### config.mk
export PLATFORM = sky130hd
export DESIGN_NAME = lru_replacement_tracker
export DESIGN_NICKNAME = d
export VERILOG_FILES = /design/src/rtl/lrt_pkg.sv /design/src/rtl/lrt_ram.sv /design/src/rtl/lru_replacement_tracker.sv
export VERILOG_INCLUDE_DIRS = /design/src /design/src/rtl
export SDC_FILE = /design/constraint.sdc
export NUM_CORES = 1
export LEC_CHECK = 0
export BUFFER_PORTS_ARGS = -buffer_cell sky130_fd_sc_hd__buf_2
export CAP_MARGIN = 20
export CELL_PAD_IN_SITES_DETAIL_PLACEMENT = 0
export CELL_PAD_IN_SITES_GLOBAL_PLACEMENT = 2
export CORE_MARGIN = 2
export CORE_UTILIZATION = 39
export CTS_BUF_LIST = sky130_fd_sc_hd__clkbuf_16
export CTS_CLUSTER_SIZE = 20
export DETAILED_ROUTE_END_ITERATION = 8
export GPL_ROUTABILITY_DRIVEN = 0
export PLACE_DENSITY = 0.77
export SYNTH_ARGS = -nofsm -noshare
export SYNTH_HDL_FRONTEND = slang
export SYNTH_HIERARCHICAL = 1
export SYNTH_SLANG_ARGS = --single-unit
### constraint.sdc
create_clock -name aclk -period 3.95 [get_ports aclk]
set_clock_uncertainty 0.15 [all_clocks]
set_input_delay 0.79 -clock aclk [delete_from_list [all_inputs] [get_ports aclk]]
set_output_delay 0.79 -clock aclk [all_outputs]
set_load 0.005 [all_outputs]
### src/rtl/lru_replacement_tracker_assert.svh
// ----------------------------------------------------------------------------
// LRU replacement tracker assertion macros
// Concurrent checks clocked by aclk and held off while aresetn is low.
// ----------------------------------------------------------------------------
`ifndef LRU_REPLACEMENT_TRACKER_ASSERT_SVH
`define LRU_REPLACEMENT_TRACKER_ASSERT_SVH

`ifndef NO_ASSERTIONS
// same-cycle implication
`define LRT_ASSERT(lbl, ante, cons, msg) \
    lbl: assert property (@(posedge aclk) disable iff (!aresetn) (ante) |-> (cons)) \
        else $error(msg);
// next-cycle implication
`define LRT_ASSERT_NEXT(lbl, ante, cons, msg) \
    lbl: assert property (@(posedge aclk) disable iff (!aresetn) (ante) |=> (cons)) \
        else $error(msg);
`else
`define LRT_ASSERT(lbl, ante, cons, msg)
`define LRT_ASSERT_NEXT(lbl, ante, cons, msg)
`endif

`endif

### src/rtl/lrt_pkg.sv
// ----------------------------------------------------------------------------
// lrt_pkg
// Shared constants, codes and state type of the LRU replacement tracker.
// ----------------------------------------------------------------------------
`default_nettype none

package lrt_pkg;

    localparam int ENTRIES  = 16;
    localparam int KEY_BITS = 10;
    localparam int IDX_W    = $clog2(ENTRIES);
    localparam int CNT_W    = $clog2(ENTRIES + 1);

    localparam int CMD_W    = 2;
    localparam int STAT_W   = 2;

    // stream payload widths, padded to whole bytes
    localparam int S_FIELDS_W = CMD_W + KEY_BITS;
    localparam int S_DATA_W   = ((S_FIELDS_W + 7) / 8) * 8;
    localparam int M_FIELDS_W = STAT_W + KEY_BITS + 1 + CNT_W;
    localparam int M_DATA_W   = ((M_FIELDS_W + 7) / 8) * 8;

    localparam logic [CMD_W-1:0] CMD_INSERT = 2'd0;
    localparam logic [CMD_W-1:0] CMD_VICTIM = 2'd1;
    localparam logic [CMD_W-1:0] CMD_ERASE  = 2'd2;

    localparam logic [STAT_W-1:0] ST_OK   = 2'd0;
    localparam logic [STAT_W-1:0] ST_MISS = 2'd1;
    localparam logic [STAT_W-1:0] ST_FULL = 2'd2;

    typedef enum logic [4:0] {
        S_IDLE   = 5'b00001,
        S_SEARCH = 5'b00010,
        S_MOVE   = 5'b00100,
        S_VREAD  = 5'b01000,
        S_DONE   = 5'b10000
    } state_t;

endpackage

`default_nettype wire

### src/rtl/lrt_ram.sv
// ----------------------------------------------------------------------------
// lrt_ram
// Generic simple dual-port RAM: one write port, one read port, registered read.
// ----------------------------------------------------------------------------
`default_nettype none

module lrt_ram #(
    parameter int WIDTH = 8,
    parameter int DEPTH = 16
) (
    input  wire logic                     clk,
    input  wire logic                     we,
    input  wire logic [$clog2(DEPTH)-1:0] wr_addr,
    input  wire logic [WIDTH-1:0]         wr_data,
    input  wire logic [$clog2(DEPTH)-1:0] rd_addr,
    output logic      [WIDTH-1:0]         rd_data
);

    logic [WIDTH-1:0] mem [DEPTH];

    always_ff @(posedge clk) begin
        if (we) begin
            mem[wr_addr] <= wr_data;
        end
        rd_data <= mem[rd_addr];
    end

endmodule

`default_nettype wire

### src/rtl/lru_replacement_tracker.sv
// ----------------------------------------------------------------------------
// lru_replacement_tracker: true LRU order over up to ENTRIES frame ids
// Insert and erase run a compare scan of the list, then a one-slot-per-cycle
// shift through the list RAM port; victim reads the last list slot. One item
// at a time: s_tready is high only when idle.
// Reset (aresetn low, synchronous) empties the list and drops any result.
// ----------------------------------------------------------------------------
`default_nettype none

module lru_replacement_tracker (
    input  wire logic                         aclk,
    input  wire logic                         aresetn,
    // s_tdata: command[1:0], frame_key[11:2], zero pad
    input  wire logic [lrt_pkg::S_DATA_W-1:0] s_tdata,
    input  wire logic                         s_tvalid,
    output logic                              s_tready,
    // m_tdata: status[1:0], victim_key[11:2], already_held[12],
    //          entry_count[17:13], zero pad
    output logic      [lrt_pkg::M_DATA_W-1:0] m_tdata,
    output logic                              m_tvalid,
    input  wire logic                         m_tready
);

    import lrt_pkg::*;

    state_t                state_reg, state_next;
    logic [CNT_W-1:0]      cnt_reg, cnt_next;
    logic [CMD_W-1:0]      cmd_reg, cmd_next;
    logic [KEY_BITS-1:0]   key_reg, key_next;
    logic [CNT_W-1:0]      sr_idx_reg, sr_idx_next;
    logic                  cmp_vld_reg, cmp_vld_next;
    logic [IDX_W-1:0]      cmp_idx_reg, cmp_idx_next;
    logic [IDX_W-1:0]      mv_addr_reg, mv_addr_next;
    logic [CNT_W-1:0]      mv_left_reg, mv_left_next;
    logic                  mv_up_reg, mv_up_next;
    logic                  grow_reg, grow_next;
    logic                  pend_reg, pend_next;
    logic [IDX_W-1:0]      wr_addr_reg, wr_addr_next;
    logic [STAT_W-1:0]     status_reg, status_next;
    logic [KEY_BITS-1:0]   victim_reg, victim_next;
    logic                  held_reg, held_next;
    logic                  m_tvalid_reg, m_tvalid_next;
    logic [M_DATA_W-1:0]   m_tdata_reg, m_tdata_next;

    logic                  ram_we;
    logic [IDX_W-1:0]      ram_wa;
    logic [KEY_BITS-1:0]   ram_wd;
    logic [IDX_W-1:0]      ram_ra;
    logic [KEY_BITS-1:0]   ram_rd;
    logic                  hit;

    lrt_ram #(
        .WIDTH (KEY_BITS),
        .DEPTH (ENTRIES)
    ) u_list (
        .clk     (aclk),
        .we      (ram_we),
        .wr_addr (ram_wa),
        .wr_data (ram_wd),
        .rd_addr (ram_ra),
        .rd_data (ram_rd)
    );

    assign s_tready = (state_reg == S_IDLE);
    assign m_tvalid = m_tvalid_reg;
    assign m_tdata  = m_tdata_reg;

    // the shared compare unit
    assign hit = cmp_vld_reg && (ram_rd == key_reg);

    always_comb begin
        state_next    = state_reg;
        cnt_next      = cnt_reg;
        cmd_next      = cmd_reg;
        key_next      = key_reg;
        sr_idx_next   = sr_idx_reg;
        cmp_vld_next  = 1'b0;
        cmp_idx_next  = cmp_idx_reg;
        mv_addr_next  = mv_addr_reg;
        mv_left_next  = mv_left_reg;
        mv_up_next    = mv_up_reg;
        grow_next     = grow_reg;
        pend_next     = 1'b0;
        wr_addr_next  = wr_addr_reg;
        status_next   = status_reg;
        victim_next   = victim_reg;
        held_next     = held_reg;
        m_tvalid_next = m_tvalid_reg && !m_tready;
        m_tdata_next  = m_tdata_reg;
        ram_we        = 1'b0;
        ram_wa        = wr_addr_reg;
        ram_wd        = ram_rd;
        ram_ra        = sr_idx_reg[IDX_W-1:0];

        case (state_reg)
            S_IDLE: begin
                if (s_tvalid) begin
                    cmd_next    = s_tdata[CMD_W-1:0];
                    key_next    = s_tdata[CMD_W +: KEY_BITS];
                    held_next   = 1'b0;
                    victim_next = '0;
                    status_next = ST_MISS;
                    sr_idx_next = '0;
                    grow_next   = 1'b0;
                    case (s_tdata[CMD_W-1:0])
                        CMD_INSERT, CMD_ERASE: begin
                            state_next = S_SEARCH;
                        end
                        CMD_VICTIM: begin
                            if (cnt_reg == '0) begin
                                state_next = S_DONE;
                            end else begin
                                ram_ra     = IDX_W'(cnt_reg - CNT_W'(1));
                                state_next = S_VREAD;
                            end
                        end
                        default: begin
                            state_next = S_DONE;
                        end
                    endcase
                end
            end

            S_SEARCH: begin
                // reads issue one slot a cycle; each read is compared in the next cycle
                if (sr_idx_reg < cnt_reg) begin
                    ram_ra       = sr_idx_reg[IDX_W-1:0];
                    cmp_vld_next = 1'b1;
                    cmp_idx_next = sr_idx_reg[IDX_W-1:0];
                    sr_idx_next  = sr_idx_reg + CNT_W'(1);
                end
                if (hit) begin
                    cmp_vld_next = 1'b0;
                    status_next  = ST_OK;
                    state_next   = S_MOVE;
                    if (cmd_reg == CMD_INSERT) begin
                        held_next    = 1'b1;
                        mv_addr_next = cmp_idx_reg - IDX_W'(1);
                        mv_left_next = CNT_W'(cmp_idx_reg);
                        mv_up_next   = 1'b0;
                    end else begin
                        mv_addr_next = cmp_idx_reg + IDX_W'(1);
                        mv_left_next = cnt_reg - CNT_W'(1) - CNT_W'(cmp_idx_reg);
                        mv_up_next   = 1'b1;
                    end
                end else if (!cmp_vld_reg && !(sr_idx_reg < cnt_reg)) begin
                    if (cmd_reg != CMD_INSERT) begin
                        state_next = S_DONE;
                    end else if (cnt_reg == CNT_W'(ENTRIES)) begin
                        status_next = ST_FULL;
                        state_next  = S_DONE;
                    end else begin
                        status_next  = ST_OK;
                        grow_next    = 1'b1;
                        mv_addr_next = IDX_W'(cnt_reg - CNT_W'(1));
                        mv_left_next = cnt_reg;
                        mv_up_next   = 1'b0;
                        state_next   = S_MOVE;
                    end
                end
            end

            S_MOVE: begin
                // read one slot, write it to its neighbor the next cycle
                if (pend_reg) begin
                    ram_we = 1'b1;
                    ram_wa = wr_addr_reg;
                    ram_wd = ram_rd;
                end
                if (mv_left_reg != '0) begin
                    ram_ra       = mv_addr_reg;
                    pend_next    = 1'b1;
                    mv_left_next = mv_left_reg - CNT_W'(1);
                    if (mv_up_reg) begin
                        wr_addr_next = mv_addr_reg - IDX_W'(1);
                        mv_addr_next = mv_addr_reg + IDX_W'(1);
                    end else begin
                        wr_addr_next = mv_addr_reg + IDX_W'(1);
                        mv_addr_next = mv_addr_reg - IDX_W'(1);
                    end
                end else if (!pend_reg) begin
                    if (cmd_reg == CMD_INSERT) begin
                        ram_we = 1'b1;
                        ram_wa = '0;
                        ram_wd = key_reg;
                        if (grow_reg) begin
                            cnt_next = cnt_reg + CNT_W'(1);
                        end
                    end else begin
                        cnt_next = cnt_reg - CNT_W'(1);
                    end
                    state_next = S_DONE;
                end
            end

            S_VREAD: begin
                victim_next = ram_rd;
                status_next = ST_OK;
                cnt_next    = cnt_reg - CNT_W'(1);
                state_next  = S_DONE;
            end

            S_DONE: begin
                if (!m_tvalid_reg || m_tready) begin
                    m_tvalid_next = 1'b1;
                    m_tdata_next  = M_DATA_W'({cnt_reg, held_reg, victim_reg, status_reg});
                    state_next    = S_IDLE;
                end
            end

            default: begin
                state_next = S_IDLE;
            end
        endcase
    end

    always_ff @(posedge aclk) begin
        if (!aresetn) begin
            state_reg    <= S_IDLE;
            cnt_reg      <= '0;
            cmp_vld_reg  <= 1'b0;
            pend_reg     <= 1'b0;
            m_tvalid_reg <= 1'b0;
        end else begin
            state_reg    <= state_next;
            cnt_reg      <= cnt_next;
            cmp_vld_reg  <= cmp_vld_next;
            pend_reg     <= pend_next;
            m_tvalid_reg <= m_tvalid_next;
        end
    end

    always_ff @(posedge aclk) begin
        cmd_reg     <= cmd_next;
        key_reg     <= key_next;
        sr_idx_reg  <= sr_idx_next;
        cmp_idx_reg <= cmp_idx_next;
        mv_addr_reg <= mv_addr_next;
        mv_left_reg <= mv_left_next;
        mv_up_reg   <= mv_up_next;
        grow_reg    <= grow_next;
        wr_addr_reg <= wr_addr_next;
        status_reg  <= status_next;
        victim_reg  <= victim_next;
        held_reg    <= held_next;
        m_tdata_reg <= m_tdata_next;
    end

`include "lru_replacement_tracker_assert.svh"

    `LRT_ASSERT(a_cnt_bound, 1'b1, cnt_reg <= CNT_W'(ENTRIES), "entry count above capacity")
    `LRT_ASSERT_NEXT(a_one_at_a_time, s_tvalid && s_tready, !s_tready, "second transfer taken while busy")
    `LRT_ASSERT(a_held_ok, m_tvalid && m_tdata[STAT_W+KEY_BITS], m_tdata[STAT_W-1:0] == ST_OK, "touch hit without done status")
    `LRT_ASSERT(a_cnt_step, $past(aresetn) && (cnt_reg != $past(cnt_reg)), (cnt_reg == $past(cnt_reg) + CNT_W'(1)) || (cnt_reg == $past(cnt_reg) - CNT_W'(1)), "entry count moved by more than one")

endmodule

`default_nettype wire
==> impl_metrics.csv, run 1 <==
group,metric,value,unit
clocking,cts-root-buf,"clkbuf_16",
final_layout,nets,753,
global_route,grt_overflow,0,
power_and_ir_drop,vdd_drop_max,0.000301,V
outcome,status,"complete, no violations",
route,drc,0,
sta,hold_viol_final,0,
die,start_util,0.396,
synth,ys.flop_type,"edfxtp_1",
global_route,grt_pass1_vias,5795,
synth,synth-seq-cells,250,
synth,async_flop_share,0,
hold_path,hp-class,"flop to flop",
worst_setup_path,worstPathRequired,4200,ps
clocking,post_cts_resized,0,
synth,syn_area_per_cell,16.4,µm²
route,final_antenna_net_count,0,
route,wire_per_inst,20.0,µm
power_and_ir_drop,p_int,4.81,mW
final_layout,area_growth,14.6,%
route,drtIter0Drc,479,
power_and_ir_drop,power.total,6.26,mW
die,rows,60,
placed_design,placed_area,11300,µm²
final_layout,finalInstanceArea,12100,µm²
power_and_ir_drop,p_leak,4.25,nW
power_and_ir_drop,comb_power_share,0.110,
synth,yosysWarnings,6,
worst_setup_path,endpoint_kind,"flop",
power_and_ir_drop,switching_share,0.232,
die,core_region_area,26800,µm²
clocking,post-cts-setup-buffers,0,
power_and_ir_drop,seq_power_share,0.509,
final_layout,fill_cells,2283,
flow_run,maxCapViolations,0,
clocking,clkSinkCount,250,
worst_setup_path,worstPathArrival,3660,ps
sta,fmax,293,MHz
worst_setup_path,slowest_delay,540,ps
placed_design,place_inst,1028,
power_and_ir_drop,powerDensity,515,nW/µm²
synth,ys_seq_area_frac,0.686,
placed_design,dp_hpwl,14500,µm
clocking,cts_tree,"done",
worst_setup_path,crit_path_top_delay_cell,"mux4_2",
die,die_area,28500,µm²
final_layout,regArea,7280,µm²
clocking,ctsHtreeMaxLevel,1,
die,dieHeight,169,µm
final_layout,largest_reg_flops,160,
sta,slew_viol_final,0,
final_layout,utilization,0.453,
placed_design,port_buffers,35,
global_route,grt_antenna_before_repair,0,
sta,maxSlewHeadroom,0.423,
global_route,grt_max_degree,41,
clocking,clkTransAtPathRegs,60,ps
worst_setup_path,crit_top_cell,"nand2_1",
sta,tns,0,ps
clocking,postCtsHoldBufs,0,
clocking,cts_buffers,25,
worst_setup_path,critPathMaxFanout,29,
worst_setup_path,reg2reg_slack,540,ps
synth,netlist_area,10600,µm²
sta,post-route-min-period,3410,ps
worst_setup_path,worstSetupStartpointType,"flop",
route,vias_per_cell,5.34,
final_layout,stdcell_count,1073,
global_route,grt_pass1_wl,33500,µm
global_route,grt_use_total,0.152,
die,ios,46,
final_layout,layout-drive-gt1-share,0.216,
sta,rsz0062_at_grt,"false",
clocking,clockBufferDepth,3,
synth,synth-edff-count,227,
sta,fin_crit_sh,0.863,
power_and_ir_drop,p_switching,1.45,mW
worst_setup_path,cp_cell_sequence,"inv_1 > ha_1 > nor3b_1 > a21oi_1 > and3_1 > nand2_1 > nor2_1 > a221o_2 > buf_12 > mux4_2 > a22oi_1 > nand2_1",
synth,synth.distinct_cells,56,
worst_setup_path,critPathKind,"flop to flop",
final_layout,multiInputGateArea,3050,µm²
route,vias,5725,
synth,synth_cells,646,
final_layout,n_antenna_cell,0,
sta,finalSetupViolations,0,
route,first_pass_iters,4,
route,wirelength,21500,µm
die,die_w,169,µm
clocking,clk_latency,530,ps
sta,worst_slew_pin_slew,866,ps
power_and_ir_drop,p_clk_frac,0.381,
[layout by cell type, fill, tap and decap left out, drive strengths merged, types with 3 or more instances in the layout]
master,instances
a21boi,5
nor2,39
buf,69
nor3,11
and3,15
nand2b,8
inv,26
a221o,4
nand4,5
nand3,7
ha,17
xor2,6
xnor2,25
mux2,10
a21o,3
clkbuf,25
o31ai,5
dfxtp,23
a22oi,20
or3,3
and2,12
nor2b,8
edfxtp,227
o21ai,15
nand2,27
mux4,40
bufinv,4
o211a,3
clkinv,12
nand3b,4
mux2i,9
o211ai,5
conb,6
a21oi,17
[final cells by class]
class                      instances  share of cell area
tap                              341              0.0351
inverter                          23             0.00711
clock inverter                    20              0.0176
sequential                       250               0.599
clock buffer                      25              0.0515
timing repair buffer              69              0.0383
multi-input combinational        345               0.251
[final timing paths]
check                                              from                        end  cells after the start
worst max-delay path            cnt_reg[1]$_SDFFE_PN0P_  u_list/rd_data[1]$_DFF_P_                     12
worst min-delay path            status_reg[0]$_DFFE_PP_       m_tdata[0]$_DFFE_PP_                      0
worst max register to register  cnt_reg[1]$_SDFFE_PN0P_  u_list/rd_data[1]$_DFF_P_                     12
worst min register to register  status_reg[0]$_DFFE_PP_       m_tdata[0]$_DFFE_PP_                      0
[cells in the mapped netlist (all sizes together) (4+ instances only)]
library cell	count	area [µm²]
mux2i	9	90.1
a21oi	17	85.1
clkbuf	13	48.8
o31ai	5	37.5
a21boi	5	37.5
mux4	40	946
xor2	6	52.6
a221o	4	40.0
mux2	10	135
nor2	39	146
and3	15	95.1
edfxtp	227	6820
buf	20	161
nand4	5	31.3
nand2b	8	50.1
nand3b	4	30.0
a22oi	20	150
o211ai	5	37.5
nor3	11	55.1
nand2	27	101
inv	23	86.3
and2	12	80.1
xnor2	25	219
ha	17	213
dfxtp	23	460
nand3	7	35.0
nor2b	8	50.1
o21ai	15	78.8
[power by group through the flow]
stage / registers (mW) / clock network [mW] / logic, mW
CTS: 3.19 / 2.44 / 0.697
finish: 3.19 / 2.39 / 0.688
global route: 3.19 / 2.54 / 0.757
detailed placement: 3.24 / 0 / 0.693
floorplan: 3.21 / 0 / 0.488
global placement: 3.24 / 0 / 0.663
[through the flow]
step                      hold WS (ps)  worst slack, ps
after detailed placement           256              548
after global placement             252              566
after CTS                          270              528
after floorplan                    250              287
after global routing               272              332
final                              269              543
[critical path: cells and delay by family (launching register included)]
family                   cells  cell delay, ps
AND/OR/NAND/NOR              5             790
AO/OA/AOI/OAI                3             710
multiplexers                 1             540
flip-flops                   1             440
buffers and inverters        2             370
adder cells (fa/ha/maj)      1             240
[kinds of logic (layout without fill, tap and decap cells)]
group | Yosys count | count (layout) | share of synthesized area
buffers and inverters | 56 | 137 | 0.0280
AO/OA/AOI/OAI | 80 | 80 | 0.0511
flip-flops | 250 | 250 | 0.686
AND/OR/NAND/NOR | 150 | 150 | 0.0743
multiplexers | 59 | 59 | 0.110
adder cells (fa/ha/maj) | 19 | 19 | 0.0238
XOR/XNOR | 31 | 31 | 0.0256
other | 1 | 6 | 0.000354
[per-layer routing]
layer	routed length, µm	vias up	part of all wire	global-route usage
met4	245	0	0.011	0.0326
met1	9690	2912	0.45	0.220
met3	1170	18	0.055	0.0175
met2	10400	170	0.48	0.250
li1	-	2625	-	-
met5	0	-	0	0
(Power assumes the default switching activity.)
==> run 2: changes to the inputs <==
PLACE_DENSITY = 0.79   (was 0.77)
RECOVER_POWER = 50   (was default)
clock period = 2.74 ns   (was 3.95 ns; I/O delays follow)
==> run 2 against run 1 <==
  * The flow now finishes with violations (setup timing)
  * Via count increased by 8.1%
  * Count of clock-buffer cells in the layout unchanged
  * Register-to-register slack worse by 800 ps
  * Non-clock buffer count increased by 86
  * Worst setup slack lost 800 ps
  * Hold slack worse by 230 ps
  * Sequential power is 44% higher
  * Wire length grew 18%
  * Highest routed layer unchanged
==> impl_metrics.csv, run 2 (synthesized netlist as in run 1, its figures left out) <==
group,metric,value,unit
worst_setup_path,critPathKind,"flop to flop",
worst_setup_path,crit_family,"simple AND/OR/NAND/NOR gates",
clocking,postCtsHoldBufs,0,
power_and_ir_drop,p_leak,4.76,nW
route,drtIter0Drc,574,
final_layout,layout-drive-gt1-share,0.347,
final_layout,multiInputGateArea,3410,µm²
hold_path,hp-start,"s_tdata[5]",
sta,fmax,334,MHz
outcome,violations,"setup timing",
die,start_util,0.396,
route,first_pass_iters,5,
sta,finalSetupViolations,181,
hold_path,hold_end,"key_reg[3]$_DFFE_PP_",
clocking,clkSinkCount,250,
final_layout,largest_reg_flops,160,
die,ios,46,
route,wirelength,25200,µm
worst_setup_path,worstSetupStartpointType,"flop",
global_route,grt_overflow,0,
worst_setup_path,worstPathRequired,2840,ps
global_route,grt_antenna_before_repair,0,
clocking,clk_latency,540,ps
hold_path,hp-class,"primary input to flop",
clocking,cts-root-buf,"clkbuf_16",
global_route,grt_pass1_vias,6282,
final_layout,finalInstanceArea,13400,µm²
route,wire_per_inst,21.8,µm
sta,slew_viol_final,0,
flow_run,maxCapViolations,0,
sta,fin_crit_sh,1.09,
sta,post-route-min-period,3000,ps
worst_setup_path,path_buf_inv,5,
route,final_antenna_net_count,0,
final_layout,stdcell_count,1160,
worst_setup_path,reg2reg_from,"mv_left_reg[0]$_DFFE_PP_",
sta,maxSlewHeadroom,0.556,
route,vias,6191,
worst_setup_path,worstPathArrival,3100,ps
global_route,grt_pass1_wl,37700,µm
clocking,cts_tree,"done",
final_layout,final_cell_mix,"edfxtp_1 (227), buf_4 (60), mux4_2 (37)",
power_and_ir_drop,powerDensity,690,nW/µm²
worst_setup_path,crit_path_top_delay_cell,"or4_4",
final_layout,mostFrequentLayoutCell,"edfxtp_1",
route,vias_per_cell,5.34,
worst_setup_path,reg2reg_slack,-260,ps
route,drc,0,
placed_design,place_inst,1078,
sta,layout_setup_ws,-256,ps
hold_path,worstHoldPathCells,1,
worst_setup_path,slowest_delay,470,ps
global_route,grt_use_total,0.176,
final_layout,regArea,7280,µm²
global_route,grt_max_degree,17,
die,die_w,169,µm
die,die_area,28500,µm²
outcome,status,"finished, violations left",
clocking,clockBufferDepth,3,
worst_setup_path,critPathMaxFanout,5,
sta,worst_slew_pin_slew,666,ps
clocking,cts_buffers,25,
placed_design,port_buffers,35,
sta,rsz0062_at_grt,"true",
die,rows,60,
worst_setup_path,endpoint_kind,"flop",
worst_setup_path,cp_cell_sequence,"inv_2 > ha_4 > or4b_4 > or4_4 > buf_4 > and2_4 > buf_4 > nor3_4 > buf_12 > buf_12",
worst_setup_path,worst_r2r_endpoint,"u_list/mem[12][9]$_DFFE_PP_",
die,core_region_area,26800,µm²
final_layout,n_antenna_cell,0,
placed_design,dp_hpwl,15500,µm
clocking,clkTransAtPathRegs,60,ps
placed_design,placed_area,11900,µm²
clocking,ctsHtreeMaxLevel,1,
die,dieHeight,169,µm
power_and_ir_drop,vdd_drop_max,0.000481,V
final_layout,fill_cells,2183,
sta,hold_viol_final,0,
final_layout,area_growth,26.8,%
worst_setup_path,worstRegToRegCells,10,
final_layout,nets,839,
## run 2: area by class of cell
cell class                 instances  area share
inverter                          23     0.00661
clock inverter                    21      0.0153
clock buffer                      25      0.0465
multi-input combinational        345       0.253
sequential                       250       0.542
timing repair buffer             155       0.105
tap                              341      0.0317
## run 2: timing repair
item	in CTS	in global routing
gates cloned	12	2
pin swaps	22	17
setup buffers	23	4
gates resized for setup	95	25
setup endpoints to repair	244	235
## run 2: worst max path at each step
stage	startpoint	end	depth (start not counted)
after global routing	mv_left_reg[0]$_DFFE_PP_	u_list/mem[0][1]$_DFFE_PP_	8
final	mv_left_reg[0]$_DFFE_PP_	u_list/mem[12][9]$_DFFE_PP_	10
after floorplan	mv_left_reg[0]$_DFFE_PP_	u_list/mem[0][0]$_DFFE_PP_	9
after CTS	mv_left_reg[0]$_DFFE_PP_	u_list/mem[0][5]$_DFFE_PP_	8
after global placement	cnt_reg[1]$_SDFFE_PN0P_	u_list/rd_data[9]$_DFF_P_	11
after detailed placement	mv_left_reg[0]$_DFFE_PP_	u_list/mem[0][8]$_DFFE_PP_	8
## run 2: per-layer routing
metal / vias to the layer above / GRT usage / part of all wire
met5: - / 0 / 0
met4: 0 / 0.0521 / 0.023
met3: 39 / 0.0302 / 0.056
li1: 2806 / - / -
met1: 3169 / 0.240 / 0.43
met2: 177 / 0.291 / 0.49
## run 2: report_power, final
group          total (mW)  leakage (nW)  switching, mW  internal, mW
logic                1.27          2.08          0.718         0.551
registers            4.58          2.26         0.0956          4.49
clock network        3.42         0.415           1.45          1.97
total                9.27          4.76           2.27          7.01
## run 2: through the flow
stage | power [mW] | hold slack [ps] | utilization | setup TNS, ps | setup WS (ps)
after floorplan | 5.34 | 250 | - | -63310 | -487
final | 9.27 | 36.7 | 0.502 | -28830 | -256
after detailed placement | 5.74 | 255 | 0.443 | -43710 | -374
after global placement | 5.70 | 253 | 0.443 | -26040 | -368
after CTS | 9.32 | 23.4 | 0.501 | -28580 | -267
after global routing | 9.59 | 21.0 | 0.502 | -42330 | -320
